[config.mk]
export PLATFORM = sky130hd
export DESIGN_NAME = lri_search
export DESIGN_NICKNAME = d
export VERILOG_FILES = /design/src/sv/lri_pkg.sv /design/src/sv/lri_search.sv
export SDC_FILE = /design/constraint.sdc
export NUM_CORES = 1
export LEC_CHECK = 0
export BUFFER_PORTS_ARGS = -buffer_cell sky130_fd_sc_hd__buf_4
export CAP_MARGIN = 10
export CORE_MARGIN = 3
export CORE_UTILIZATION = 55
export DETAILED_ROUTE_END_ITERATION = 12
export HOLD_SLACK_MARGIN = 0.06
export PLACE_DENSITY = 0.86
export SETUP_SLACK_MARGIN = 0.02
export SYNTH_ARGS = -nofsm -noshare
export SYNTH_HDL_FRONTEND = slang
export SYNTH_SLANG_ARGS = --single-unit
[constraint.sdc]
create_clock -name clk_i -period 4.4 [get_ports clk_i]
set_input_delay 0.22 -clock clk_i [delete_from_list [all_inputs] [get_ports clk_i]]
set_output_delay 0.22 -clock clk_i [all_outputs]
set_load 0.005 [all_outputs]
[src/sv/lri_pkg.sv]
`default_nettype none
package lri_pkg;
  localparam int MaxLen = 256;
  localparam int ElemBits = 16;
  localparam int AddrBits = $clog2(MaxLen);
  localparam int CntBits = $clog2(MaxLen + 1);
  localparam int QDepth = 2;

  typedef struct packed {
    logic [15:0] element_value;
    logic        last_element;
  } in_beat_t;

  typedef struct packed {
    logic [7:0] rotation_start;
    logic       overflowed;
  } out_beat_t;

  typedef struct packed {
    logic [CntBits-1:0] len;
    logic               ovf;
  } job_t;

  typedef enum logic [1:0] {
    S_IDLE,
    S_READ,
    S_CMP,
    S_DONE
  } search_state_e;
endpackage
`default_nettype wire

[src/sv/lri_search.sv]
`default_nettype none
module lri_search (
  input  wire logic                        clk_i,
  input  wire logic                        rst_ni,
  input  wire logic                        job_valid_i,
  input  wire lri_pkg::job_t               job_i,
  output logic                             pop_o,
  output logic                             busy_o,
  output logic [lri_pkg::AddrBits-1:0]     rd_a_addr_o,
  output logic [lri_pkg::AddrBits-1:0]     rd_b_addr_o,
  output logic                             rd_en_o,
  input  wire logic [lri_pkg::ElemBits-1:0] rd_a_i,
  input  wire logic [lri_pkg::ElemBits-1:0] rd_b_i,
  output logic                             res_valid_o,
  output lri_pkg::out_beat_t               res_o
);
  import lri_pkg::*;

  search_state_e state_q, state_d;
  logic [CntBits:0]   i_q, i_d, j_q, j_d;
  logic [CntBits-1:0] k_q, k_d, len_q, len_d;
  logic               ovf_q, ovf_d;
  logic [CntBits:0]   ik, jk, ia, ja, ljob;
  logic [CntBits:0]   ni, nj;

  assign ljob = {1'b0, len_q};
  assign ik = i_q + (CntBits+1)'(k_q);
  assign jk = j_q + (CntBits+1)'(k_q);
  assign ia = (ik >= ljob) ? ik - ljob : ik;
  assign ja = (jk >= ljob) ? jk - ljob : jk;
  assign rd_a_addr_o = ia[AddrBits-1:0];
  assign rd_b_addr_o = ja[AddrBits-1:0];
  assign busy_o = state_q != S_IDLE;

  always_comb begin
    state_d = state_q;
    i_d = i_q; j_d = j_q; k_d = k_q; len_d = len_q; ovf_d = ovf_q;
    pop_o = 1'b0;
    rd_en_o = 1'b0;
    res_valid_o = 1'b0;
    ni = ik + 1'b1;
    nj = jk + 1'b1;
    res_o.rotation_start = (i_q < j_q) ? i_q[7:0] : j_q[7:0];
    res_o.overflowed = ovf_q;
    unique case (state_q)
      S_IDLE: begin
        if (job_valid_i) begin
          pop_o = 1'b1;
          len_d = job_i.len; ovf_d = job_i.ovf;
          i_d = '0; j_d = (CntBits+1)'(1); k_d = '0;
          state_d = S_READ;
        end
      end
      S_READ: begin
        if (i_q >= ljob || j_q >= ljob || k_q >= len_q) state_d = S_DONE;
        else begin
          rd_en_o = 1'b1;
          state_d = S_CMP;
        end
      end
      S_CMP: begin
        state_d = S_READ;
        if (rd_a_i == rd_b_i) k_d = k_q + 1'b1;
        else begin
          k_d = '0;
          if (rd_a_i > rd_b_i) begin
            i_d = ni;
            if (ni == j_q) j_d = j_q + 1'b1;
          end else begin
            j_d = nj;
            if (nj == i_q) j_d = nj + 1'b1;
          end
        end
      end
      S_DONE: begin
        res_valid_o = 1'b1;
        state_d = S_IDLE;
      end
      default: state_d = S_IDLE;
    endcase
  end

  always_ff @(posedge clk_i or negedge rst_ni) begin
    if (!rst_ni) state_q <= S_IDLE;
    else state_q <= state_d;
  end

  always_ff @(posedge clk_i) begin
    i_q <= i_d; j_q <= j_d; k_q <= k_d; len_q <= len_d; ovf_q <= ovf_d;
  end

`ifndef ASSERT_OFF
  a_distinct: assert property (@(posedge clk_i) disable iff (!rst_ni)
    state_q == S_CMP |-> i_q != j_q) else $error("candidates met");
  a_pop_idle: assert property (@(posedge clk_i) disable iff (!rst_ni)
    pop_o |-> state_q == S_IDLE) else $error("pop while searching");
  a_done: assert property (@(posedge clk_i) disable iff (!rst_ni)
    res_valid_o |=> state_q == S_IDLE) else $error("result not single");
`endif
endmodule
`default_nettype wire

After elaboration in Yosys (flattened, before gate mapping)
Cells that the tools add are included.

word-level totals
  bits in registers = 41
  latch bits = 0
  RAM bits = 0
  ROM bits = 0
  bits of input ports = 45
  output and inout port bits = 29
  logic and storage cells = 65
  memories = 0

operators by class
  $add $sub $neg = 9
  multiply operators = 0
  div/mod/pow operators = 0
  order comparisons = 7
  equality and inequality tests = 10
  shifts and indexed selects = 0
  muxes and demuxes = 24
  bitwise logic cells = 0
  reduce and logical (&&, ||, !) cells = 9

operators with widths
  kind                     number
  $mux W10                 8
  $add A10 B1 Y10 const B  4
  $ge A10 B9 Y1            4
  $pmux W10 S2             2
  $mux W8                  3
  $add A10 B9 Y10          2
  $eq A10 B10 Y1           2
  $mux W9                  2
  $pmux W9 S2              1
  $eq A16 B16 Y1           1
  $gt A16 B16 Y1           1
  $sub A8 B8 Y8            2
  $lt A10 B10 Y1           1
  $add A9 B1 Y9 const B    1
  $ge A9 B9 Y1             1
  $pmux W2 S4              1
  $reduce_and A4 Y1        2
  $mux W1                  6
  $ne A2 B2 Y1 const B     3
  $eq A2 B2 Y1 const B     2
  $reduce_and A2 Y1        2
  $reduce_bool A2 Y1       2
  $ne A3 B3 Y1 const B     1
  $eq A2 B1 Y1 const B     1
  other kinds (3)          4

Longest topological paths before layout
  word-level depth = 7
  gate-level depth with buffers = 16
  gate-level depth less buffers = 15

Worst setup path before layout
No wires, ideal clock.

  kind = flip-flop to flip-flop
  start = register j_q[0]
  end = register j_q[0] (data pin)
  library setup time = 259 ps
  data arrival time = 3805 ps
  required time = 4141 ps
  setup slack = 336 ps
  cell stages (with the launch flop) = 14
  buffers on the path = 0
  clock period less this slack = 4064 ps
  cells stage by stage = edfxtp_1 > ha_1 > fa_1 > xor2_2 > ha_1 > and2_1 > o21ai_0 > nor4_1 > nand3_1 > xnor3_1 > nor4_4 > nand2_1 > xnor2_1 > a211o_1

between the ends
  cells in the longest elaborated chain, start to end = 7
  elaborated cells between the ends (all ways) = 10
  those cells by class = add/sub (4); eq/ne (1); mux (5)

ends and longest elaborated chain
  item                                                      RTL line          RTL
  start, declared                                           lri_search.sv:20  logic [CntBits:0] i_q, i_d, j_q, j_d;
  start signal, assigned                                    lri_search.sv:89  i_q <= i_d; j_q <= j_d; k_q <= k_d; len_q <= len_d; ovf_q <= ovf_d;
  $add A10 B9 Y10                                           lri_search.sv:28  assign jk = j_q + (CntBits+1)'(k_q);
  $add A10 B1 Y10                                           lri_search.sv:42  nj = jk + 1'b1;
  $add A10 B1 Y10 / $eq A10 B10 Y1 (equally long branches)  lri_search.sv:71  if (nj == i_q) j_d = nj + 1'b1;
  $mux W10                                                  lri_search.sv:71
  $mux W10 *                                                lri_search.sv:66  if (rd_a_i > rd_b_i) begin
  $mux W10 *                                                lri_search.sv:63  if (rd_a_i == rd_b_i) k_d = k_q + 1'b1;
  $pmux W10 S2 *                                            lri_search.sv:45  unique case (state_q)

Mark *: on every way between the ends. The rest lies on a longest branch, timed or not. The select of a mux whose other input is x is not followed.
A chain may end at the register's enable or synchronous reset.

Worst setup path after layout
  start = register k_q[3]
  end = output rd_a_addr_o[2] (netlist name)

between the ends
  cells in the longest elaborated chain, start to end = 3

ends and longest elaborated chain
  item                    RTL line          RTL
  start, declared         lri_search.sv:21  logic [CntBits-1:0] k_q, k_d, len_q, len_d;
  start signal, assigned  lri_search.sv:89
  $add A10 B9 Y10         lri_search.sv:27  assign ik = i_q + (CntBits+1)'(k_q);
  $ge A10 B9 Y1           lri_search.sv:29  assign ia = (ik >= ljob) ? ik - ljob : ik;
  $mux W8                 lri_search.sv:29
  end, declared           lri_search.sv:9   output logic [lri_pkg::AddrBits-1:0] rd_a_addr_o,

Every way passes these cells.

==> metrics <==
filler instances=743; initial antenna violation count=0; fin crit share=96.36%; die area=0.01188 mm²; Mapped Cells=640; worst r2r path cells=15; slew margin rel.=23.60%; num ports=74; H-tree levels=2; Syn. warnings=0; most common library cells after synthesis=ha_1 (94), inv_1 (65), xnor2_1 (48); crit path kind=register to primary output; Layout area overhead=18.66%; # diodes=0; final wirelength=16,630 µm; top cells by area, synth=ha_1 (20%), edfxtp_1 (20%), xnor2_1 (7.2%); post-layout util=68.91%; clock sink total=41; GRT Util Overall=28.63%; clk slew on worst S/H paths=0.08 ns; chip width=109.0 µm; Synth Area per Inst=9.114 µm²; drt initial violations=389; DRC violations left=0; Crit path top cell by count=buf_4; Clock Skews=0.008505 ns; critical path's slowest cell=edfxtp_1; dominant cell type by area after synthesis=ha_1; fin. max-slew vios=0; fin crit period=4.240 ns; Worst Hold Depth=1; Final GP Congestion=0.9206; HP Class=primary input to register; critical path cell sequence=buf_4, ha_1, o21ai_0, o21bai_1, a21oi_2, xnor2_1, buf_4, ha_1, a21oi_2, o21ai_0, a21o_1, a21o_1, a211o_4, mux2_2, buf_4; endpoint class of the critical path=primary output; vias in the first global route=5,407; post-synth cell types=65; register bit total from synthesis=41; wire per inst=19.05 µm; count leader, synth=ha_1; post-route ant nets=0; post-synth top area share=20.16%; Critical Path AT=4.02 ns; largest net degree at the start of global routing=17; Mapped Area=0.005833 mm²; status=complete, no violations; post-route setup slack=0.1602 ns; CTS tree=done; Worst path depth=15; total grt overflow=0; TritonCTS Buffers=5; global-route wire length before repair=26,400 µm; Placeable Area=0.01004 mm²; Layout Nets=882; pre-CTS setup slack=0.2239 ns; share of layout cells above drive strength 1=21.08%; critical path's top delay family=compound AO/OA/AOI/OAI gates; Worst path max stage delay=0.50 ns; routed vias=5,360; Max Cap Violations=0; dominant synthesized flop cell=edfxtp_1; HPWL after DPL=13,280 µm; # port buffers=73; Post-synth EDFFs=39; CP Max Fanout=8; TritonRoute pass-1 iters=5; reg2reg setup slack=0.33 ns; row cnt=36; sequential area share after synthesis=20.94%; placed cells=859; Critical Path RT=4.18 ns; fmax=235.9 MHz; Clk Latency, worst-skew pair=0.31 ns; vias per inst=6.140; final cell count without fillers=873; Post-Route Setup TNS=0 ns; Starting Density=58.07%; Critical Path Start Type=register; Die H=109.0 µm; worst path buffer plus inverter count=3; Synth async-reset ratio=4.878%; Syn Nets=783; final setup vio count=0; Root Driver=clkbuf_8; Hold Violations, Final=0; Worst Max-Slew Pin Slew=1.146 ns; clk buf depth=2
worst paths after layout:
path                                   to        from
max reg2reg                        j_q[0]      j_q[0]
min reg2reg                    state_q[1]  state_q[1]
min in group asynchronous      state_q[0]      rst_ni
max in group asynchronous      state_q[1]      rst_ni
max                        rd_a_addr_o[2]      k_q[3]
min                              len_q[7]    job_i[8]
state kept, by name, summed over array words and instances (netlist names):
signal / cells
i_q: 10
j_q: 10
k_q: 9
len_q: 9
ovf_q: 1
state_q: 2
cells by family (layout without fill, tap and decap cells):
family                   Yosys count  count (layout)  share of synthesized area, %
adder cells (fa/ha/maj)           98              98                         21.54
multiplexers                      19              19                         3.454
flip-flops                        41              41                         20.94
AND/OR/NAND/NOR                  175             175                         16.07
AO/OA/AOI/OAI                    151             151                         19.13
buffers and inverters             79             179                         5.148
XOR/XNOR                          77              77                         13.73
through the flow:
step           area (µm²)  hold WS [ns]
2_1_floorplan        5833      -0.07559
3_3_place_gp         6683      0.004058
3_5_place_dp         6683      0.005845
4_1_cts              6839       0.08078
5_1_grt              6922       0.07419
6_report             6922       0.08368
what timing repair did:
item	CTS	global route
pin swaps	1	2
hold buffers	1	0
resized for setup	7	13
buffers inserted	2	3
endpoints found under the setup margin	12	16
endpoints found under the hold margin	2	0
cells in the final DEF (no fill, tap or decap), types with 4 or more instances in the layout:
cell type	count
buf_4	102
ha_1	91
inv_1	65
xnor2_1	47
nor2_1	44
a21o_1	39
edfxtp_1	39
nand3_1	35
and3_1	19
xor2_1	19
o21ai_0	18
a21oi_1	16
nand2_1	16
o21a_1	12
nand4_1	11
mux2_2	9
nor3_1	9
mux2i_1	9
a2111o_1	8
a22oi_1	8
a21oi_2	7
nand2b_1	7
xnor3_1	7
nor2b_1	6
o22ai_1	6
a211oi_1	5
o21bai_1	5
and2_1	5
or2_2	5
clkbuf_8	5
a31oi_1	4
routing by layer:
metal	global-route usage [%]	share of wire, %	vias up
li1	-	-	2544
met1	37.21	40	2521
met2	47.72	47	249
met3	5.210	8.9	46
met4	10.10	3.7	0
met5	0	0	-
area by class of cell:
type | count | area, µm² | share of cell area, %
Tap cell | 133 | 166.4 | 2.404
Multi-Input combinational cell | 520 | 4395 | 63.50
Inverter | 68 | 255.2 | 3.688
Clock buffer | 6 | 72.57 | 1.048
Clock inverter | 2 | 35.03 | 0.5061
Sequential cell | 41 | 1221 | 17.64
Timing Repair Buffer | 103 | 775.7 | 11.21
Power is not shown: default switching activity piles up to over one toggle a cycle in this logic, so the estimate is an artifact.
