[config.mk]
export PLATFORM = sky130hd
export DESIGN_NAME = lri_front
export DESIGN_NICKNAME = d
export VERILOG_FILES = /design/src/sv/lri_pkg.sv /design/src/sv/lri_front.sv
export SDC_FILE = /design/constraint.sdc
export NUM_CORES = 1
export LEC_CHECK = 0
export ABC_AREA = 1
export ABC_CLOCK_PERIOD_IN_PS = 1280
export BUFFER_PORTS_ARGS = -buffer_cell sky130_fd_sc_hd__buf_2
export CORE_MARGIN = 3
export CORE_UTILIZATION = 32
export DETAILED_ROUTE_END_ITERATION = 10
export GPL_TIMING_DRIVEN = 0
export HOLD_SLACK_MARGIN = 0.08
export PLACE_DENSITY = 0.63
export SLEW_MARGIN = 20
export SYNTH_ARGS = -nofsm -noshare
export SYNTH_HDL_FRONTEND = slang
export SYNTH_SLANG_ARGS = --single-unit
[constraint.sdc]
create_clock -name clk_i -period 1.28 [get_ports clk_i]
set_input_delay 0.064 -clock clk_i [delete_from_list [all_inputs] [get_ports clk_i]]
set_output_delay 0.064 -clock clk_i [all_outputs]
set_load 0.005 [all_outputs]
[src/sv/lri_pkg.sv]
`default_nettype none
package lri_pkg;
  localparam int MaxLen = 256;
  localparam int ElemBits = 16;
  localparam int AddrBits = $clog2(MaxLen);
  localparam int CntBits = $clog2(MaxLen + 1);
  localparam int QDepth = 2;

  typedef struct packed {
    logic [15:0] element_value;
    logic        last_element;
  } in_beat_t;

  typedef struct packed {
    logic [7:0] rotation_start;
    logic       overflowed;
  } out_beat_t;

  typedef struct packed {
    logic [CntBits-1:0] len;
    logic               ovf;
  } job_t;

  typedef enum logic [1:0] {
    S_IDLE,
    S_READ,
    S_CMP,
    S_DONE
  } search_state_e;
endpackage
`default_nettype wire

[src/sv/lri_front.sv]
`default_nettype none
module lri_front (
  input  wire logic                        clk_i,
  input  wire logic                        rst_ni,
  input  wire lri_pkg::in_beat_t           in_i,
  input  wire logic                        accept_i,
  output logic                             wr_en_o,
  output logic [lri_pkg::AddrBits-1:0]     wr_addr_o,
  output logic [lri_pkg::ElemBits-1:0]     wr_data_o,
  output logic                             job_valid_o,
  output lri_pkg::job_t                    job_o
);
  import lri_pkg::*;

  logic [CntBits-1:0] count_q, count_d;
  logic               ovf_q, ovf_d;
  logic               room;

  assign room      = count_q < CntBits'(MaxLen);
  assign wr_en_o   = accept_i && room;
  assign wr_addr_o = count_q[AddrBits-1:0];
  assign wr_data_o = in_i.element_value[ElemBits-1:0];

  always_comb begin
    count_d = count_q;
    ovf_d   = ovf_q;
    job_valid_o = 1'b0;
    job_o.len = count_q + CntBits'(room);
    job_o.ovf = ovf_q || !room;
    if (accept_i) begin
      if (room) count_d = count_q + 1'b1;
      else ovf_d = 1'b1;
      if (in_i.last_element) begin
        job_valid_o = 1'b1;
        count_d = '0;
        ovf_d = 1'b0;
      end
    end
  end

  always_ff @(posedge clk_i or negedge rst_ni) begin
    if (!rst_ni) begin
      count_q <= '0;
      ovf_q   <= 1'b0;
    end else begin
      count_q <= count_d;
      ovf_q   <= ovf_d;
    end
  end
endmodule
`default_nettype wire

Yosys cells after proc, flatten, opt, wreduce, memory -nomap -nowiden
Index checks and enable logic that the tools add are counted.
{"block": "word_totals", "register_bits": 10, "in_bits": 20, "out_inout_bits": 36, "word_cells": 18}
{"block": "op_classes", "add_sub_neg": 2, "n_lt_le_gt_ge": 1, "n_eq_ne": 1, "muxes": 6, "n_reduce_logical": 6}
{"cell": "$mux 9", "count": 2}
{"cell": "$add 9x1->9", "count": 1}
{"cell": "$add 9x1->9 const B", "count": 1}
{"cell": "$lt 9x9->1 const B", "count": 1}
{"cell": "$mux 1", "count": 4}
{"cell": "$reduce_and 2->1", "count": 2}
{"cell": "$ne 2x2->1 const B", "count": 1}
{"cell": "$reduce_bool 2->1", "count": 1}
{"cell": "$logic_and 1x1->1", "count": 1}
{"cell": "$logic_not 1->1", "count": 1}
{"cell": "$logic_or 1x1->1", "count": 1}

Longest topological paths before layout
Gate-level depths: netlist of the first run.
{"block": "depth", "depth_word": 3, "depth_mapped": 8}

Least setup slack after synthesis of the first run
OpenSTA, ideal clock, no wires.
{"block": "synth_path", "path_kind": "register to output", "start": "register count_q[8]", "end": "output port job_o[9] (netlist name)", "arrival_time_ns": 1.272, "required_ns": 1.216, "slack_ns": -0.056, "stages_incl_launch_ff": 7, "path_cell_list": "dfrtp_1 -> inv_2 -> ha_1 -> ha_1 -> nand3_1 -> nor3_1 -> xor2_1"}
{"element": "start, declared", "line_no": "lri_front.sv:15", "rtl": "logic [CntBits-1:0] count_q, count_d;"}
{"element": "start signal, assigned", "line_no": "lri_front.sv:46", "rtl": "count_q <= count_d;"}
{"element": "end, declared", "line_no": "lri_front.sv:11", "rtl": "output lri_pkg::job_t job_o"}

==> results.cfg, run 1 <==
[logic_synthesis]
synth.net_count = 138
syn-mean-instance-area_sq_um = 7.63
synth_area_sq_um = 877
asyncSetResetFlopFracSynth = 1.00
synthesis.instances = 115
number_of_storage_elements_in_the_synthesis_netlist = 10
yosys.cell_types.count = 22
synthFlopType = sky130_fd_sc_hd__dfrtp_1
synth_largest_area_cell = sky130_fd_sc_hd__dfrtp_1
synth.area.top_cells = sky130_fd_sc_hd__dfrtp_1, sky130_fd_sc_hd__buf_4, sky130_fd_sc_hd__nand2_1
synth-edff-count = 0
yosysSeqAreaShare = 0.285
yosysTopAreaCellShare = 0.285
synthesis.yosys.warnings = 0

[route]
route.detailed.vias_per_inst = 4.33
antenna_left = 0
routed_wire_length_per_instance_um = 10.8
pre_repair_dr_iteration_count = 4
dr.first_iter.drc_count = 16
drc_errors = 0
detailroute.via_count = 879
wirelength_mm = 2.19

[layout]
mostFrequentLayoutCells = sky130_fd_sc_hd__buf_2, sky130_fd_sc_hd__buf_4, sky130_fd_sc_hd__nand2_1
final_common_cell = sky130_fd_sc_hd__buf_2
final_cells = 203
nets = 197
layout.area.seq_sq_um = 254
post_route_cells_drive_above_1_share = 0.624
filler_cell_count_in_the_final_layout = 252
multi_input_area_sq_um = 510
final_util = 0.549
antennaDiodeCount = 0
flow.area_growth_from_synthesis_pct = 59.3

[place]
dp.final_hpwl_mm = 1.59
pre_cts_ws_ns = -0.219
placed_cells_incl_taps = 184
gp_congestion = 0.783
placement.io_buffers = 39

[sta]
hold_viol = 0
fin_worst_skew_ns = 0.00313
final.setup.worst_slack_ns = -0.329
rsz_0062_raised_after_global_routing = yes
setup-violations-final = 11
timing.fmax_mhz = 621
part_of_the_cycle_the_worst_path_needs = 1.26
slew_headroom = 0.841
worst-slew-pin-transition_ns = 0.239
min_period_ns = 1.61
slew_viol_final = 0

[clocking]
clock_tree.htree_level_count = 1
clock_sink_count = 10
cts_tree = done
ctsRootBufferMaster = sky130_fd_sc_hd__clkbuf_4
cts_max_path_buffers = 2
tritoncts.num_buffers = 3
clkTransAtPathRegs_ns = 0.07
clock_latency_ns = 0.27

[pwr]
pwr_density_cell_nw_per_um2 = 698
p_leak_nw = 0.804
report.power.total_w = 0.000975
ir_drop_mv = 0.401

[global_routing]
antenna_found_initial = 0
grt_usage = 0.125
largest_net_degree_at_the_start_of_global_routing = 11
number_of_global_route_vias_before_repair = 787
first_pass_grt_wire_length_mm = 3.31
grt_overflow_total = 0

[worst_setup_path]
critical_path_buf_inv_count = 2
regToRegEndpoint = count_q[4]$_DFFE_PN0P_
r2r_setup_slack_ns = -0.16
timing.critical_path.max_delay_family = flip-flops
cp_data_required_time_ns = 1.22
critPathMostFrequentCell = sky130_fd_sc_hd__ha_4
worst_r2r_startpoint = count_q[0]$_DFFE_PN0P_
cp_slowest_cell = sky130_fd_sc_hd__dfrtp_1
rr_worst_depth = 10
critPathKind = register to output pin
type_of_destination_of_the_critical_path = output pin
crit_path_max_fanout = 2
timing.critical_path.cells = inv_2 > ha_4 > ha_4 > nand3_4 > nor3_4 > xor2_1 > buf_2
max_stage_delay_ns = 0.39
worst_ep_arrival_time_ns = 1.55
timing.critical_path.from_type = register

[run_status]
violations_in_the_final_reports = setup timing
outcome = finished, violations left

[min_path]
timing.hold.worst.class = input pin to register
holdCritStartpoint = in_i[0]
end_of_the_worst_hold_path = count_q[1]$_DFFE_PN0P_
min_path_cells = 4

[die]
die-width_um = 58.4
num_rows = 18
initial_utilization = 0.345
area_of_the_core_sq_um = 2540
dieHeight_um = 58.4
design.portCount = 56
die-area_sq_um = 3410

[flow_run]
timing.max_cap.violations = 0
-- worst register-to-register path, stage by stage (launching register included) --
cell                      delay [ns]
sky130_fd_sc_hd__dfrtp_1        0.40
sky130_fd_sc_hd__buf_4          0.13
sky130_fd_sc_hd__buf_4          0.13
sky130_fd_sc_hd__ha_2           0.20
sky130_fd_sc_hd__inv_1          0.06
sky130_fd_sc_hd__nor2_2         0.12
sky130_fd_sc_hd__nand2_2        0.08
sky130_fd_sc_hd__inv_1          0.07
sky130_fd_sc_hd__nand2_1        0.06
sky130_fd_sc_hd__nand2_1        0.06
sky130_fd_sc_hd__nor2_1         0.04
-- kinds of logic (layout without fill, tap and decap cells) --
group	Yosys count	count (layout)	synth area share
XOR/XNOR	7	7	0.0699
adder cells (fa/ha/maj)	3	3	0.0428
flip-flops	10	10	0.285
AND/OR/NAND/NOR	51	52	0.288
AO/OA/AOI/OAI	6	6	0.0399
buffers and inverters	38	95	0.274
-- repair_timing --
action,in CTS,in global routing
cloned,0,1
endpoints found under the setup margin,9,13
hold buffers,1,0
resized for setup,6,17
pin swaps,4,5
hold endpoints to repair,10,0
buffers inserted,5,9
-- power breakdown --
part / internal [W] / switching, W / leakage, nW
Clock: 0.000173 / 0.000120 / 0.0210
Sequential: 0.000331 / 0.0000283 / 0.133
Combinational: 0.000190 / 0.000133 / 0.650
-- metrics by stage --
| step | area [sq um] | TNS [ns] | hold WS, ns |
|---|---|---|---|
| floorplan | 912 | 0 | -0.232 |
| global placement | 1140 | -0.288 | -0.0612 |
| detailed placement | 1140 | -0.338 | -0.0602 |
| CTS | 1250 | -1.93 | 0.102 |
| global route | 1400 | -3.46 | 0.123 |
| finish | 1400 | -2.18 | 0.106 |
-- worst max path at each step --
stage	from	slack (ns)	to	cells past startpoint
3_5_place_dp	count_q[8]$_DFFE_PN0P_	-0.22	job_o[9]	7
4_1_cts	count_q[8]$_DFFE_PN0P_	-0.35	job_o[9]	7
2_1_floorplan	count_q[8]$_DFFE_PN0P_	0.01	job_o[9]	6
5_1_grt	count_q[8]$_DFFE_PN0P_	-0.43	job_o[8]	7
6_report	count_q[8]$_DFFE_PN0P_	-0.33	job_o[9]	7
3_3_place_gp	count_q[8]$_DFFE_PN0P_	-0.19	job_o[9]	7
-- synth_stat cells (2+ instances only) --
library cell,number
sky130_fd_sc_hd__nand2_2,3
sky130_fd_sc_hd__buf_4,24
sky130_fd_sc_hd__nand2_4,2
sky130_fd_sc_hd__dfrtp_1,10
sky130_fd_sc_hd__xor2_1,4
sky130_fd_sc_hd__nor2_1,12
sky130_fd_sc_hd__nand3_1,7
sky130_fd_sc_hd__xnor2_1,3
sky130_fd_sc_hd__nor2_2,2
sky130_fd_sc_hd__nand2_1,18
sky130_fd_sc_hd__ha_1,3
sky130_fd_sc_hd__inv_1,12
sky130_fd_sc_hd__o21ai_0,3
sky130_fd_sc_hd__nand4_1,3
sky130_fd_sc_hd__a21oi_1,2
-- per-layer routing --
metal / vias up / wire [um] / GRT usage
li1: 455 / - / -
met1: 389 / 823 / 0.143
met4: 0 / 23 / 0.0397
met5: - / 0 / 0
met2: 31 / 1180 / 0.215
met3: 4 / 161 / 0.0439
-- final cells by class --
class,instances,area share
timing repair buffer,53,0.226
inverter,13,0.0367
multi-input combinational,68,0.365
sequential,10,0.182
clock buffer,4,0.0260
tap,30,0.0269
buffer,25,0.137
-- sequential cells by signal, summed over array words and instances, names as in the netlist --
signal and count:
count_q 9, ovf_q 1
Power figures use the tool's default switching activity.
==> run 2, diff against run 1 <==
- ABC_AREA: 1 -> unset
- CELL_PAD_IN_SITES_DETAIL_PLACEMENT: unset -> 0
- CELL_PAD_IN_SITES_GLOBAL_PLACEMENT: unset -> 1
- CORE_UTILIZATION: 32 -> 25
- PLACE_DENSITY: 0.63 -> 0.71
==> results.cfg, run 2 <==
[layout]
flow.area_growth_from_synthesis_pct = 62.3
nets = 180
max_flop_register = count_q
filler_cell_count_in_the_final_layout = 331
final_util = 0.437
final_common_cell = sky130_fd_sc_hd__buf_2
post_route_cells_drive_above_1_share = 0.667
antennaDiodeCount = 0
mostFrequentLayoutCells = sky130_fd_sc_hd__buf_2, sky130_fd_sc_hd__buf_4, sky130_fd_sc_hd__dfrtp_1, sky130_fd_sc_hd__buf_6
largest_reg_flops = 9
biggestRegsByFlops = count_q (9), ovf_q (1)

[worst_setup_path]
rr_worst_depth = 5
critical_path_buf_inv_count = 2
timing.critical_path.from_type = register
crit_path_max_fanout = 3
worst_ep_arrival_time_ns = 1.49
cp_slowest_cell = sky130_fd_sc_hd__dfrtp_2
type_of_destination_of_the_critical_path = output pin
max_stage_delay_ns = 0.42
critPathMostFrequentCell = sky130_fd_sc_hd__ha_4
worst_r2r_startpoint = count_q[8]$_DFFE_PN0P_
cp_data_required_time_ns = 1.22
r2r_setup_slack_ns = -0.23
timing.critical_path.cells = inv_4 > ha_4 > ha_4 > nand3_4 > nor2_2 > xor2_1 > buf_2
critPathKind = register to output pin
regToRegEndpoint = count_q[5]$_DFFE_PN0P_
timing.critical_path.max_delay_family = flip-flops

[flow_run]
timing.max_cap.violations = 0

[logic_synthesis]
yosysTopAreaCellShare = 0.295
synthFlopType = sky130_fd_sc_hd__dfrtp_1
synthesis.yosys.warnings = 0
post_synth_and_or_nand_nor_area_fraction = 0.219
yosys.cell_types.count = 29
yosysSeqAreaShare = 0.295
synth.net_count = 123
post_synth_fa_ha_maj_area_fraction = 0.0442
asyncSetResetFlopFracSynth = 1.00
synthesis.instances = 100
most_instantiated_cells_after_synthesis = sky130_fd_sc_hd__buf_4, sky130_fd_sc_hd__dfrtp_1, sky130_fd_sc_hd__nor2_1
combinational_family_with_the_most_area_after_synthesis = buffers and inverters
syn-mean-instance-area_sq_um = 8.50
synth.area.mux_share = 0.0118
synth_area_sq_um = 850
synth.area.top_cells = sky130_fd_sc_hd__dfrtp_1, sky130_fd_sc_hd__buf_4, sky130_fd_sc_hd__xor2_1
number_of_storage_elements_in_the_synthesis_netlist = 10
synth_largest_area_cell = sky130_fd_sc_hd__dfrtp_1
synth_compound_area_frac = 0.0854
library_cell_with_the_highest_instance_count_after_synthesis = sky130_fd_sc_hd__buf_4
synthXorXnorAreaFrac = 0.0928
synth-edff-count = 0

[clocking]
cts_max_path_buffers = 2
clock_tree.htree_level_count = 1
clock_sink_count = 10
clock_latency_ns = 0.26
ctsRootBufferMaster = sky130_fd_sc_hd__clkbuf_4
cts_tree = done
clkTransAtPathRegs_ns = 0.07
tritoncts.num_buffers = 3

[die]
die-area_sq_um = 4130
dieHeight_um = 64.3
initial_utilization = 0.269
die-width_um = 64.3
num_rows = 20
area_of_the_core_sq_um = 3150
design.portCount = 56

[route]
pre_repair_dr_iteration_count = 4
drc_errors = 0
routed_wire_length_per_instance_um = 11.5
dr.first_iter.drc_count = 31
detailroute.via_count = 892
antenna_left = 0
route.detailed.vias_per_inst = 4.46
wirelength_mm = 2.31

[global_routing]
largest_net_degree_at_the_start_of_global_routing = 11
antenna_found_initial = 0
number_of_global_route_vias_before_repair = 823
grt_overflow_total = 0
grt_usage = 0.110
first_pass_grt_wire_length_mm = 3.59

[min_path]
timing.hold.worst.class = input pin to register
holdCritStartpoint = accept_i
end_of_the_worst_hold_path = ovf_q$_DFFE_PN0P_
min_path_cells = 3

[place]
gp_congestion = 0.757
dp.final_hpwl_mm = 1.65
placement.io_buffers = 39

[sta]
fin_worst_skew_ns = 0.00568
slew_viol_final = 0
setup-violations-final = 14
part_of_the_cycle_the_worst_path_needs = 1.22
min_period_ns = 1.56
worst-slew-pin-transition_ns = 0.300
rsz_0062_raised_after_global_routing = yes
timing.fmax_mhz = 642
final.setup.worst_slack_ns = -0.278
setup_tns_ns = -2.53
hold_viol = 0
timing.hold.ws_ns = 0.169
slew_headroom = 0.798

[pwr]
report.power.total_w = 0.00126
p_leak_nw = 0.700
pwr_density_cell_nw_per_um2 = 911
ir_drop_mv = 0.319

[run_status]
outcome = finished, violations left
violations_in_the_final_reports = setup timing
[run 2: report_power, final]
| part | switching, W | total [W] | internal [W] |
|---|---|---|---|
| sequential | 0.0000431 | 0.000391 | 0.000348 |
| combinational | 0.000233 | 0.000584 | 0.000351 |
| clock | 0.000109 | 0.000282 | 0.000173 |
[run 2: worst max-delay path by stage]
stage,endpoint,start,depth (start not counted),slack (ns)
2_1_floorplan,job_o[7],count_q[8]$_DFFE_PN0P_,6,-0.01
3_3_place_gp,job_o[7],count_q[8]$_DFFE_PN0P_,7,-0.21
3_5_place_dp,job_o[7],count_q[8]$_DFFE_PN0P_,7,-0.22
4_1_cts,job_o[7],count_q[8]$_DFFE_PN0P_,7,-0.29
5_1_grt,job_o[7],count_q[8]$_DFFE_PN0P_,7,-0.37
6_report,job_o[7],count_q[8]$_DFFE_PN0P_,7,-0.28
[run 2: layer usage]
layer / up-vias / global-route usage / share of wire
li1: 434 / - / -
met1: 405 / 0.128 / 0.43
met2: 51 / 0.193 / 0.48
met3: 2 / 0.0158 / 0.078
met4: 0 / 0.0554 / 0.012
met5: - / 0 / 0
[run 2: final cells by class]
type / instances / area, sq um / share of cell area
inverter: 5 / 21.3 / 0.0154
clock buffer: 4 / 36.3 / 0.0263
multi-input combinational: 58 / 485 / 0.352
timing repair buffer: 52 / 323 / 0.234
sequential: 10 / 255 / 0.185
tap: 44 / 55.1 / 0.0399
buffer: 27 / 203 / 0.147
[run 2: logic make-up after synthesis]
family | Yosys count
buffers and inverters | 32
AND/OR/NAND/NOR | 33
adder cells (fa/ha/maj) | 3
XOR/XNOR | 9
AO/OA/AOI/OAI | 12
multiplexers | 1
flip-flops | 10
[run 2: per-stage QoR]
step | cell area (sq um) | std cells | setup WS, ns
2_1_floorplan | 871 | 100 | -0.0129
3_3_place_gp | 1120 | 183 | -0.209
3_5_place_dp | 1120 | 183 | -0.224
4_1_cts | 1260 | 193 | -0.286
5_1_grt | 1380 | 200 | -0.372
6_report | 1380 | 200 | -0.278
[run 2: what timing repair did]
item | CTS | global route
endpoints found under the setup margin | 14 | 16
buffers inserted | 5 | 7
resized for setup | 14 | 17
endpoints found under the hold margin | 10 | 0
pin swaps | 5 | 4
hold buffers | 1 | 0
[run 2: worst min-delay path: stages]
cell and delay, ns:
sky130_fd_sc_hd__buf_2 0.17, sky130_fd_sc_hd__a21oi_1 0.08, sky130_fd_sc_hd__nor2_1 0.08
