### config.mk
export PLATFORM = sky130hd
export DESIGN_NAME = lri_queue
export DESIGN_NICKNAME = d
export VERILOG_FILES = /design/src/sv/lri_pkg.sv /design/src/sv/lri_queue.sv
export SDC_FILE = /design/constraint.sdc
export NUM_CORES = 1
export LEC_CHECK = 0
export BUFFER_PORTS_ARGS = -buffer_cell sky130_fd_sc_hd__buf_2
export CAP_MARGIN = 5
export CORE_MARGIN = 3
export CORE_UTILIZATION = 53
export CTS_BUF_LIST = sky130_fd_sc_hd__clkbuf_4 sky130_fd_sc_hd__clkbuf_8 sky130_fd_sc_hd__clkbuf_16
export CTS_CLUSTER_SIZE = 10
export DETAILED_ROUTE_END_ITERATION = 16
export PLACE_DENSITY = 0.89
export RECOVER_POWER = 100
export SYNTH_ARGS = -nofsm -noshare
export SYNTH_HDL_FRONTEND = slang
export SYNTH_SLANG_ARGS = --single-unit
### constraint.sdc
create_clock -name clk_i -period 2.5 [get_ports clk_i]
set_clock_uncertainty 0.05 [all_clocks]
set_input_delay 0 -clock clk_i [delete_from_list [all_inputs] [get_ports clk_i]]
set_output_delay 0 -clock clk_i [all_outputs]
set_load 0.05 [all_outputs]
### src/sv/lri_pkg.sv
`default_nettype none
package lri_pkg;
  localparam int MaxLen = 256;
  localparam int ElemBits = 16;
  localparam int AddrBits = $clog2(MaxLen);
  localparam int CntBits = $clog2(MaxLen + 1);
  localparam int QDepth = 2;

  typedef struct packed {
    logic [15:0] element_value;
    logic        last_element;
  } in_beat_t;

  typedef struct packed {
    logic [7:0] rotation_start;
    logic       overflowed;
  } out_beat_t;

  typedef struct packed {
    logic [CntBits-1:0] len;
    logic               ovf;
  } job_t;

  typedef enum logic [1:0] {
    S_IDLE,
    S_READ,
    S_CMP,
    S_DONE
  } search_state_e;
endpackage
`default_nettype wire

### src/sv/lri_queue.sv
`default_nettype none
module lri_queue (
  input  wire logic          clk_i,
  input  wire logic          rst_ni,
  input  wire logic          push_i,
  input  wire lri_pkg::job_t push_data_i,
  input  wire logic          pop_i,
  output logic               empty_o,
  output logic               full_o,
  output lri_pkg::job_t      head_o
);
  import lri_pkg::*;

  job_t         mem_q [QDepth];
  logic         wp_q, rp_q;
  logic [1:0]   cnt_q;

  assign empty_o = cnt_q == 2'd0;
  assign full_o  = cnt_q == 2'(QDepth);
  assign head_o  = mem_q[rp_q];

  always_ff @(posedge clk_i) begin
    if (push_i) mem_q[wp_q] <= push_data_i;
  end

  always_ff @(posedge clk_i or negedge rst_ni) begin
    if (!rst_ni) begin
      wp_q <= 1'b0;
      rp_q <= 1'b0;
      cnt_q <= '0;
    end else begin
      if (push_i) wp_q <= ~wp_q;
      if (pop_i) rp_q <= ~rp_q;
      cnt_q <= cnt_q + 2'(push_i) - 2'(pop_i);
    end
  end

`ifndef ASSERT_OFF
  a_no_overrun: assert property (@(posedge clk_i) disable iff (!rst_ni)
    full_o && !pop_i |-> !push_i) else $error("queue overrun");
  a_no_underrun: assert property (@(posedge clk_i) disable iff (!rst_ni)
    empty_o |-> !pop_i) else $error("queue underrun");
  a_count: assert property (@(posedge clk_i) disable iff (!rst_ni)
    cnt_q <= 2'(QDepth)) else $error("queue count out of range");
`endif
endmodule
`default_nettype wire

Yosys cells after proc, flatten, opt, wreduce, memory -nomap -nowiden. Memory sizes are Yosys's and may differ from the RTL's. Index checks and enable logic that the tools add are counted.

Add/subtract/negate cells: 2. Equality and inequality tests: 1. Muxes and demuxes: 2. Bitwise operators: 2. Reductions and logical operators: 1.

Operator list (count): $add A2 B1 Y2 (1); $eq A2 B2 Y1 const B (1); $logic_not A2 Y1 (1); $mux W1 (2); $not A1 Y1 (2); $sub A2 B1 Y2 (1).

Flip-flop bits (word level): 4. RAM bits: 20. Input bits: 14. Output and inout port bits: 12. Word-level logic and storage cells: 12. Memories kept: 1.

Memories: mem_q (depth 2, width 10, rd ports 1, clocked after memory_dff 0, wr ports 1, line lri_queue.sv:14) `job_t mem_q [QDepth];`.

Depth between registers and ports, before layout. Gate-level depths: netlist of run 1.

Depth in word-level cells: 2. Mapped depth: 5. Mapped depth without buffers: 5.

Worst setup path before layout of run 1. No wires, ideal clock.

Path type: register -> register. Start point: reg wp_q. End point: mem mem_q[0][0] (netlist name) (enable). Setup time: 377 ps. Arrival: 876 ps. Data required time: 2073 ps. Setup slack: 1197 ps. Stages on the path, launching flop included: 2. Path buffers: 0. Clock period less this slack: 1303 ps. Path through: dfrtp_1 > nor2b_1.

RTL lines: start, declared (line lri_queue.sv:15) `logic wp_q, rp_q;`; start signal, assigned (line lri_queue.sv:32) `if (push_i) wp_q <= ~wp_q;`; end, declared (line lri_queue.sv:14).

Straight into the memory's write port.

==> flow_summary.yaml, run 1 <==
outcome:
  outcome: "finished, final reports clean"
cts:
  cts.repair.resized: 0
  cts.sinks: 24
  cts_htree_levels: 1
  cts_buffers: 3
  cts_setup_buffers: 0
  clkLatencyLatePin_ps: 300
  path_clk_slew_ps: 130
  cts_tree: "yes"
  cts_hold_buf: 14
  clockRootBuffer: "clkbuf_4"
  clockBufferDepth: 2
sta:
  setup-tns-final_ps: 0
  slew_headroom_pct: 45.1
  setup_viol: 0
  maxSlewViolCount: 0
  fin_crit_ps: 1840
  min_period_over_period_pct: 73.6
  fmax_mhz: 543
  rsz0062_at_grt: "no"
  hold_violations: 0
  worst_pin_slew_ps: 822
detailed_routing:
  drc: 0
  avgViaCountPerCell: 4.62
  routed_wl_mm: 1.44
  dr.pass1.iters: 2
  vias: 517
  postRouteAntennaNets: 0
  avgRoutedWirePerCell_um: 12.9
  drt_iter0_markers: 6
placement:
  gp_congestion: 0.676
  numPortBuffers: 25
  placed_cell_area_sq_um: 1100
setup_path:
  cp_max_fo: 11
  start_kind: "flop"
  setup.worst_path.end_class: "output port"
  arrival_ps: 1790
  crit_type: "reg -> out"
  critPathRequiredTime_ps: 2450
global_route:
  grt-ovfl-total: 0
  grtUsageTotal_pct: 14.1
  grt_pass1_wl_mm: 2.50
  grt_use_met3_pct: 2.45
  grt_pass1_vias: 575
  antenna_found_initial: 0
  grt.busiest_layer: "met2"
  grt_max_degree: 15
  use_met1_pct: 16.0
  grt_util_met2_pct: 24.8
floorplan:
  dieArea_sq_um: 2350
  io_pins: 26
  coreArea_sq_um: 1590
  row_count: 14
  initial_core_util_pct: 59.9
  die_x_um: 48.4
  die_h_um: 48.4
power:
  pwr-share-seq_pct: 40.8
  p_sw_share_pct: 39.7
  switching_power_mw: 0.606
  leakage_nw: 0.506
  powerDensity_nw_per_um2: 1200
  p_int_mw: 0.922
  p_comb_share_pct: 41.6
  irDropWorstVdd_mv: 0.820
  clkPwrFrac_pct: 17.6
final_layout:
  nNetsFinal: 105
  final_cell_area_sq_um: 1270
  antennaDiodeCount: 0
  layout-drive-gt1-share_pct: 23.9
  area_delta_synth_final_pct: 32.9
logic_synthesis:
  avgSynthCellArea_sq_um: 20.8
  ys.flop_type: "edfxtp_1"
  yosys.area.top_type_share_pct: 62.9
  netlist_top_cells_area: "edfxtp_1 (63%), mux2_4 (14%), dfrtp_1 (10%), ha_1 (2.6%), xor3_1 (2.5%)"
  ys_seq_area_share_pct: 73.4
  ys_ff_latch: 24
  async_flop_share_pct: 16.7
  synth_common_cells: "edfxtp_1 (20), mux2_4 (9), dfrtp_1 (4)"
  syn_inst: 46
  ys_types: 12
  yosys.area.top_type: "edfxtp_1"
  synth_edf_count: 20
  yosysMostFrequentCell: "edfxtp_1"
  yosys_warnings: 0
  syn-cell-area_sq_um: 955
  syn-num-nets: 62
min_path:
  hold_path_class: "in -> reg"
job:
  drv_cap: 0
[final cells by class]
type | instances | area (sq um)
Inverter | 2 | 7.51
Tap cell | 24 | 30.0
Timing Repair Buffer | 39 | 243
Multi-Input combinational cell | 19 | 235
Sequential cell | 24 | 701
Fill cell | 96 | 325
Clock buffer | 3 | 22.5
Clock inverter | 1 | 30.0
[stage by stage]
| step | std cells | hold slack (ps) | setup WS (ps) | power [mW] | util [%] |
|---|---|---|---|---|---|
| after detailed placement | 94 | -239 | 1000 | 1.28 | 68.9 |
| after CTS | 112 | 349 | 761 | 1.56 | 81.0 |
| after global routing | 112 | 349 | 548 | 1.60 | 79.6 |
| final | 112 | 356 | 660 | 1.53 | 79.6 |
| after floorplan | 46 | -346 | 1200 | 1.17 | - |
| after global placement | 94 | -240 | 1070 | 1.26 | 68.9 |
[power groups by stage]
stage / clock (mW) / combinational, mW / sequential (mW)
finish: 0.268 / 0.636 / 0.623
global route: 0.294 / 0.668 / 0.638
CTS: 0.276 / 0.660 / 0.624
detailed placement: 0 / 0.643 / 0.635
global placement: 0 / 0.634 / 0.624
floorplan: 0 / 0.588 / 0.582
[critical path: stages (launching register included)]
cell      delay (ps)
dfrtp_1          750
mux2_4           270
clkbuf_1         460
[kinds of logic after synthesis]
logic type                 synth area share [%]
muxes                                      15.3
and+or+nand+nor                            2.36
DFF                                        73.4
adders and majority gates                  2.62
buffers and inverters                      1.97
xor gates and xnor gates                   4.33
[flip-flops by register name, summed over array words and instances (netlist names)]
register	count
wp_q	1
cnt_q	2
mem_q	20
rp_q	1
[worst paths after layout]
kind / end / from / cells past startpoint / slack, ps
setup / recovery: head_o[3] / rp_q / 2 / 660
hold / removal: rp_q / pop_i / 3 / 360
setup reg to reg: mem_q[0][1] / wp_q / 1 / 1000
hold reg to reg: wp_q / wp_q / 1 / 480
max in group asynchronous: rp_q / rst_ni / 3 / 1680
min in group asynchronous: cnt_q[0] / rst_ni / 3 / 550
[layer usage]
metal | routed length [um] | part of all wire, %
met1 | 608 | 42
met2 | 748 | 52
met3 | 75 | 5.2
met4 | 12 | 0.83
met5 | 0 | 0
[layout by cell type, fill, tap and decap left out]
master         instances
xor2_1                 2
mux2_2                 1
inv_1                  2
buf_2                  7
dfrtp_1                4
nor2b_1                2
clkbuf_1              18
mux2_4                 9
xor3_1                 1
ha_1                   2
and2_0                 1
bufinv_16              1
dlygate4sd3_1         14
edfxtp_1              20
nor2_1                 1
clkbuf_4               3
Power figures use the tool's default switching activity.
==> run 2: changes to the inputs <==
Settings changed: CORE_UTILIZATION 53 to 45, PLACE_DENSITY 0.89 to 0.81.
Clock period 2.5 ns to 1.5 ns, I/O delays scaled along.
==> flow_summary.yaml, run 2 (synthesized netlist as in run 1, its figures left out) <==
setup_path:
  regToRegSetupSlack_ps: 210
  crit_type: "reg -> out"
  crit_family: "flip-flops"
  r2r_end: "cnt_q[1]"
  cp_max_fo: 5
  cp_num_buf_inv: 2
  cp.depth: 3
  arrival_ps: 1390
  crit_slowest_cell: "dfrtp_2"
  crit_end: "head_o[5]"
  reg2reg_from: "cnt_q[0]"
  crit_path_start: "rp_q"
  r2r_cells: 5
  start_kind: "flop"
  setup.worst_path.end_class: "output port"
  cpPeakStageDelay_ps: 460
  critPathRequiredTime_ps: 1450
  crit_chain: "buf_8 > mux2_4 > buf_4"
floorplan:
  die_h_um: 52.1
  die_x_um: 52.1
  io_pins: 26
  row_count: 16
  coreArea_sq_um: 1980
  dieArea_sq_um: 2710
  initial_core_util_pct: 48.2
global_route:
  grt-ovfl-total: 0
  grtUsageTotal_pct: 13.2
  antenna_found_initial: 0
  grt_max_degree: 14
  grt_pass1_vias: 563
  grt_pass1_wl_mm: 2.46
power:
  p_sw_share_pct: 39.2
  p_int_mw: 1.63
  switching_power_mw: 1.05
  pwr-share-seq_pct: 37.1
  powerDensity_nw_per_um2: 1980
  irDropWorstVdd_mv: 1.10
  design_power_total_mw: 2.69
  p_comb_share_pct: 52.0
  clkPwrFrac_pct: 10.9
  leakage_nw: 0.562
detailed_routing:
  dr.pass1.iters: 2
  drc: 0
  vias: 528
  avgRoutedWirePerCell_um: 13.9
  routed_wl_mm: 1.64
  postRouteAntennaNets: 0
  avgViaCountPerCell: 4.47
  drt_iter0_markers: 6
final_layout:
  largestRegisters: "mem_q x20, cnt_q x2"
  multi_input_area_sq_um: 235
  top_register: "mem_q"
  fin_cells: 118
  largest_reg_flops: 20
  area_delta_synth_final_pct: 41.9
  most-common-layout-cells: "edfxtp_1 (20), dlygate4sd3_1 (14), mux2_4 (9), clkbuf_1 (9), buf_6 (6)"
  layout-drive-gt1-share_pct: 37.4
  final_common_cell: "edfxtp_1"
  fillers: 145
  antennaDiodeCount: 0
  nNetsFinal: 108
  seq_area_sq_um: 702
placement:
  numPortBuffers: 25
  place_ws_ps: 216
  post-dp-hpwl_mm: 1.05
  gp_congestion: 0.608
  dp.cells: 99
cts:
  clkLatencyLatePin_ps: 300
  clockRootBuffer: "clkbuf_4"
  cts_buffers: 3
  cts_htree_levels: 1
  cts.sinks: 24
  cts_tree: "yes"
  clockBufferDepth: 2
  path_clk_slew_ps: 110
sta:
  min_period_over_period_pct: 96.1
  maxSlewViolCount: 0
  hold_violations: 0
  setup-tns-final_ps: 0
  fin_ws_ps: 57.9
  worst_pin_slew_ps: 484
  rsz0062_at_grt: "no"
  slew_headroom_pct: 67.8
  setup_viol: 0
  fmax_mhz: 693
  fin_crit_ps: 1440
outcome:
  outcome: "finished, final reports clean"
min_path:
  hold_path_class: "in -> reg"
  hold_depth: 3
job:
  drv_cap: 0
[run 2: worst reg2reg max path, stage by stage, from the launching register on]
cell	delay (ps)
dfrtp_1	390
inv_1	50
ha_1	260
inv_1	60
ha_1	150
xor3_1	220
[run 2: power by group through the flow]
stage	registers, mW	clock network, mW	logic, mW
floorplan	0.971	0	0.979
global placement	0.973	0	1.15
detailed placement	0.990	0	1.18
CTS	0.977	0.300	1.22
global route	1.01	0.338	1.46
finish	0.996	0.293	1.40
[run 2: cell type report]
class                   instances  area share (%)
inverters                       2           0.554
multi-input cells              19            17.4
repair buffers                 42            25.6
well taps                      27            2.49
clock buffers                   4            2.22
flip-flops and latches         24            51.8
[run 2: stage by stage]
| stage | util (%) | cell area (sq um) | hold slack, ps |
|---|---|---|---|
| after floorplan | - | 955 | -346 |
| after global placement | 56.4 | 1120 | -241 |
| after detailed placement | 56.4 | 1120 | -240 |
| after CTS | 65.2 | 1290 | 356 |
| after global routing | 68.4 | 1360 | 362 |
| final | 68.4 | 1360 | 373 |
[run 2: what timing repair did]
action	in CTS	in global routing
cloned	0	1
gates resized for setup	1	28
setup endpoints to repair	1	7
hold buffers	14	0
endpoints found under the hold margin	27	0
setup buffers	0	0
[run 2: layer usage]
metal	GRT usage [%]	wire (um)
met1	14.7	608
met2	22.4	952
met3	3.44	63
met4	7.86	14
met5	0	0
[run 2: how the worst min path moves through the flow]
stage | startpoint | endpoint | slack [ps]
6_report | pop_i | rp_q | 370
5_1_grt | pop_i | rp_q | 360
4_1_cts | push_data_i[0] | mem_q[0][0] | 360
3_5_place_dp | rst_ni | cnt_q[1] | -240
3_3_place_gp | rst_ni | cnt_q[0] | -240
2_1_floorplan | rst_ni | cnt_q[0] | -350
==> run 3: changes to the inputs <==
Settings changed: CAP_MARGIN 5 to 20, CORE_UTILIZATION 45 to 53, PLACE_DENSITY 0.81 to 0.89.
Clock period 1.5 ns to 1.7 ns, I/O delays scaled along.
==> flow_summary.yaml, run 3 (synthesized netlist as in run 1, its figures left out) <==
cts:
  path_clk_slew_ps: 120
  cts_tree: "yes"
  clockBufferDepth: 2
  cts_buffers: 3
  clkLatencyLatePin_ps: 300
  clockRootBuffer: "clkbuf_4"
  cts.repair.resized: 0
  cts.sinks: 24
  cts_htree_levels: 1
detailed_routing:
  drc: 0
  avgViaCountPerCell: 4.57
  vias: 530
  drt_iter0_markers: 13
  dr.pass1.iters: 4
  postRouteAntennaNets: 0
  avgRoutedWirePerCell_um: 13.3
  routed_wl_mm: 1.55
outcome:
  outcome: "finished, final reports clean"
job:
  drv_cap: 0
power:
  pwr-share-seq_pct: 39.2
  p_int_mw: 1.28
  powerDensity_nw_per_um2: 1710
  p_comb_share_pct: 48.9
  design_power_total_mw: 2.19
  irDropWorstVdd_mv: 1.28
  switching_power_mw: 0.905
  clkPwrFrac_pct: 11.9
  p_sw_share_pct: 41.3
  leakage_nw: 0.535
placement:
  gp_congestion: 0.668
  placed_cell_area_sq_um: 1130
  numPortBuffers: 25
  place_ws_ps: 441
  post-dp-hpwl_mm: 1.02
floorplan:
  initial_core_util_pct: 59.9
  die_x_um: 48.4
  row_count: 14
  die_h_um: 48.4
  dieArea_sq_um: 2350
  coreArea_sq_um: 1590
  io_pins: 26
sta:
  fin_crit_ps: 1490
  setup-tns-final_ps: 0
  maxSlewViolCount: 0
  fin_hold_ws_ps: 364
  hold_violations: 0
  worst_pin_slew_ps: 674
  slew_headroom_pct: 55.0
  setup_viol: 0
  fmax_mhz: 672
  rsz0062_at_grt: "no"
  min_period_over_period_pct: 87.5
  fin_ws_ps: 212
setup_path:
  cp_num_buf_inv: 2
  r2r_cells: 1
  r2r_end: "mem_q[1][3]"
  cpPeakStageDelay_ps: 370
  crit_slowest_cell: "dfrtp_1"
  reg2reg_from: "wp_q"
  crit_type: "reg -> out"
  crit_chain: "buf_4 > mux2_2 > clkbuf_2"
  cp_max_fo: 6
  arrival_ps: 1440
  critPathRequiredTime_ps: 1650
  crit_family: "buffers and inverters"
  start_kind: "flop"
  setup.worst_path.end_class: "output port"
  regToRegSetupSlack_ps: 330
global_route:
  grt_pass1_vias: 627
  antenna_found_initial: 0
  grt_pass1_wl_mm: 2.81
  grt_max_degree: 14
  grt-ovfl-total: 0
  grtUsageTotal_pct: 15.8
min_path:
  min-delay-start: "push_data_i[8]"
  hold_depth: 2
  hold_path_class: "in -> reg"
  whs_endpoint: "mem_q[1][8]"
final_layout:
  area_delta_synth_final_pct: 34.1
  top_register: "mem_q"
  largest_reg_flops: 20
  final_cell_area_sq_um: 1280
  largestRegisters: "mem_q x20, cnt_q x2"
  most-common-layout-cells: "edfxtp_1 (20), dlygate4sd3_1 (14), clkbuf_1 (11)"
  final_common_cell: "edfxtp_1"
  fillers: 94
  layout-drive-gt1-share_pct: 34.8
  antennaDiodeCount: 0
  nNetsFinal: 109
[run 3: power by group through the flow]
| stage | Clock [mW] | Sequential [mW] | Combinational [mW] |
|---|---|---|---|
| global placement | 0 | 0.857 | 1.05 |
| global route | 0.293 | 0.875 | 1.12 |
| CTS | 0.263 | 0.858 | 1.09 |
| detailed placement | 0 | 0.871 | 1.06 |
| finish | 0.260 | 0.858 | 1.07 |
| floorplan | 0 | 0.856 | 0.864 |
[run 3: per-layer routing]
layer,track usage [%],up-vias,wire [um]
met2,28.9,21,818
met5,0,-,0
li1,-,263,-
met4,6.16,0,17
met3,3.99,2,99
met1,17.6,244,611
[run 3: worst max-delay path by stage]
stage	from	to	slack [ps]	cells past startpoint
floorplan	wp_q	mem_q[0][0]	400	1
global route	rp_q	head_o[9]	150	3
detailed placement	cnt_q[0]	cnt_q[1]	440	5
finish	rp_q	head_o[9]	210	3
CTS	rp_q	head_o[9]	230	3
global placement	cnt_q[0]	cnt_q[1]	490	5
[run 3: timing repair]
action                                  CTS  global route
hold endpoints to repair                 27             0
setup buffers                             0             0
endpoints found under the setup margin    0             0
hold buffers                             14             0
[run 3: cell type report]
cell class	count	area, sq um	share of cell area, %
Tap cell	24	30.0	2.35
Clock buffer	4	30.0	2.35
Sequential cell	24	701	54.7
Multi-Input combinational cell	19	235	18.4
Inverter	2	7.51	0.587
Timing Repair Buffer	43	277	21.6
[run 3: through the flow]
stage / util [%] / std cells
6_report: 80.3 / 116
5_1_grt: 80.3 / 116
4_1_cts: 81.5 / 116
3_5_place_dp: 70.8 / 98
3_3_place_gp: 70.8 / 98
2_1_floorplan: - / 46
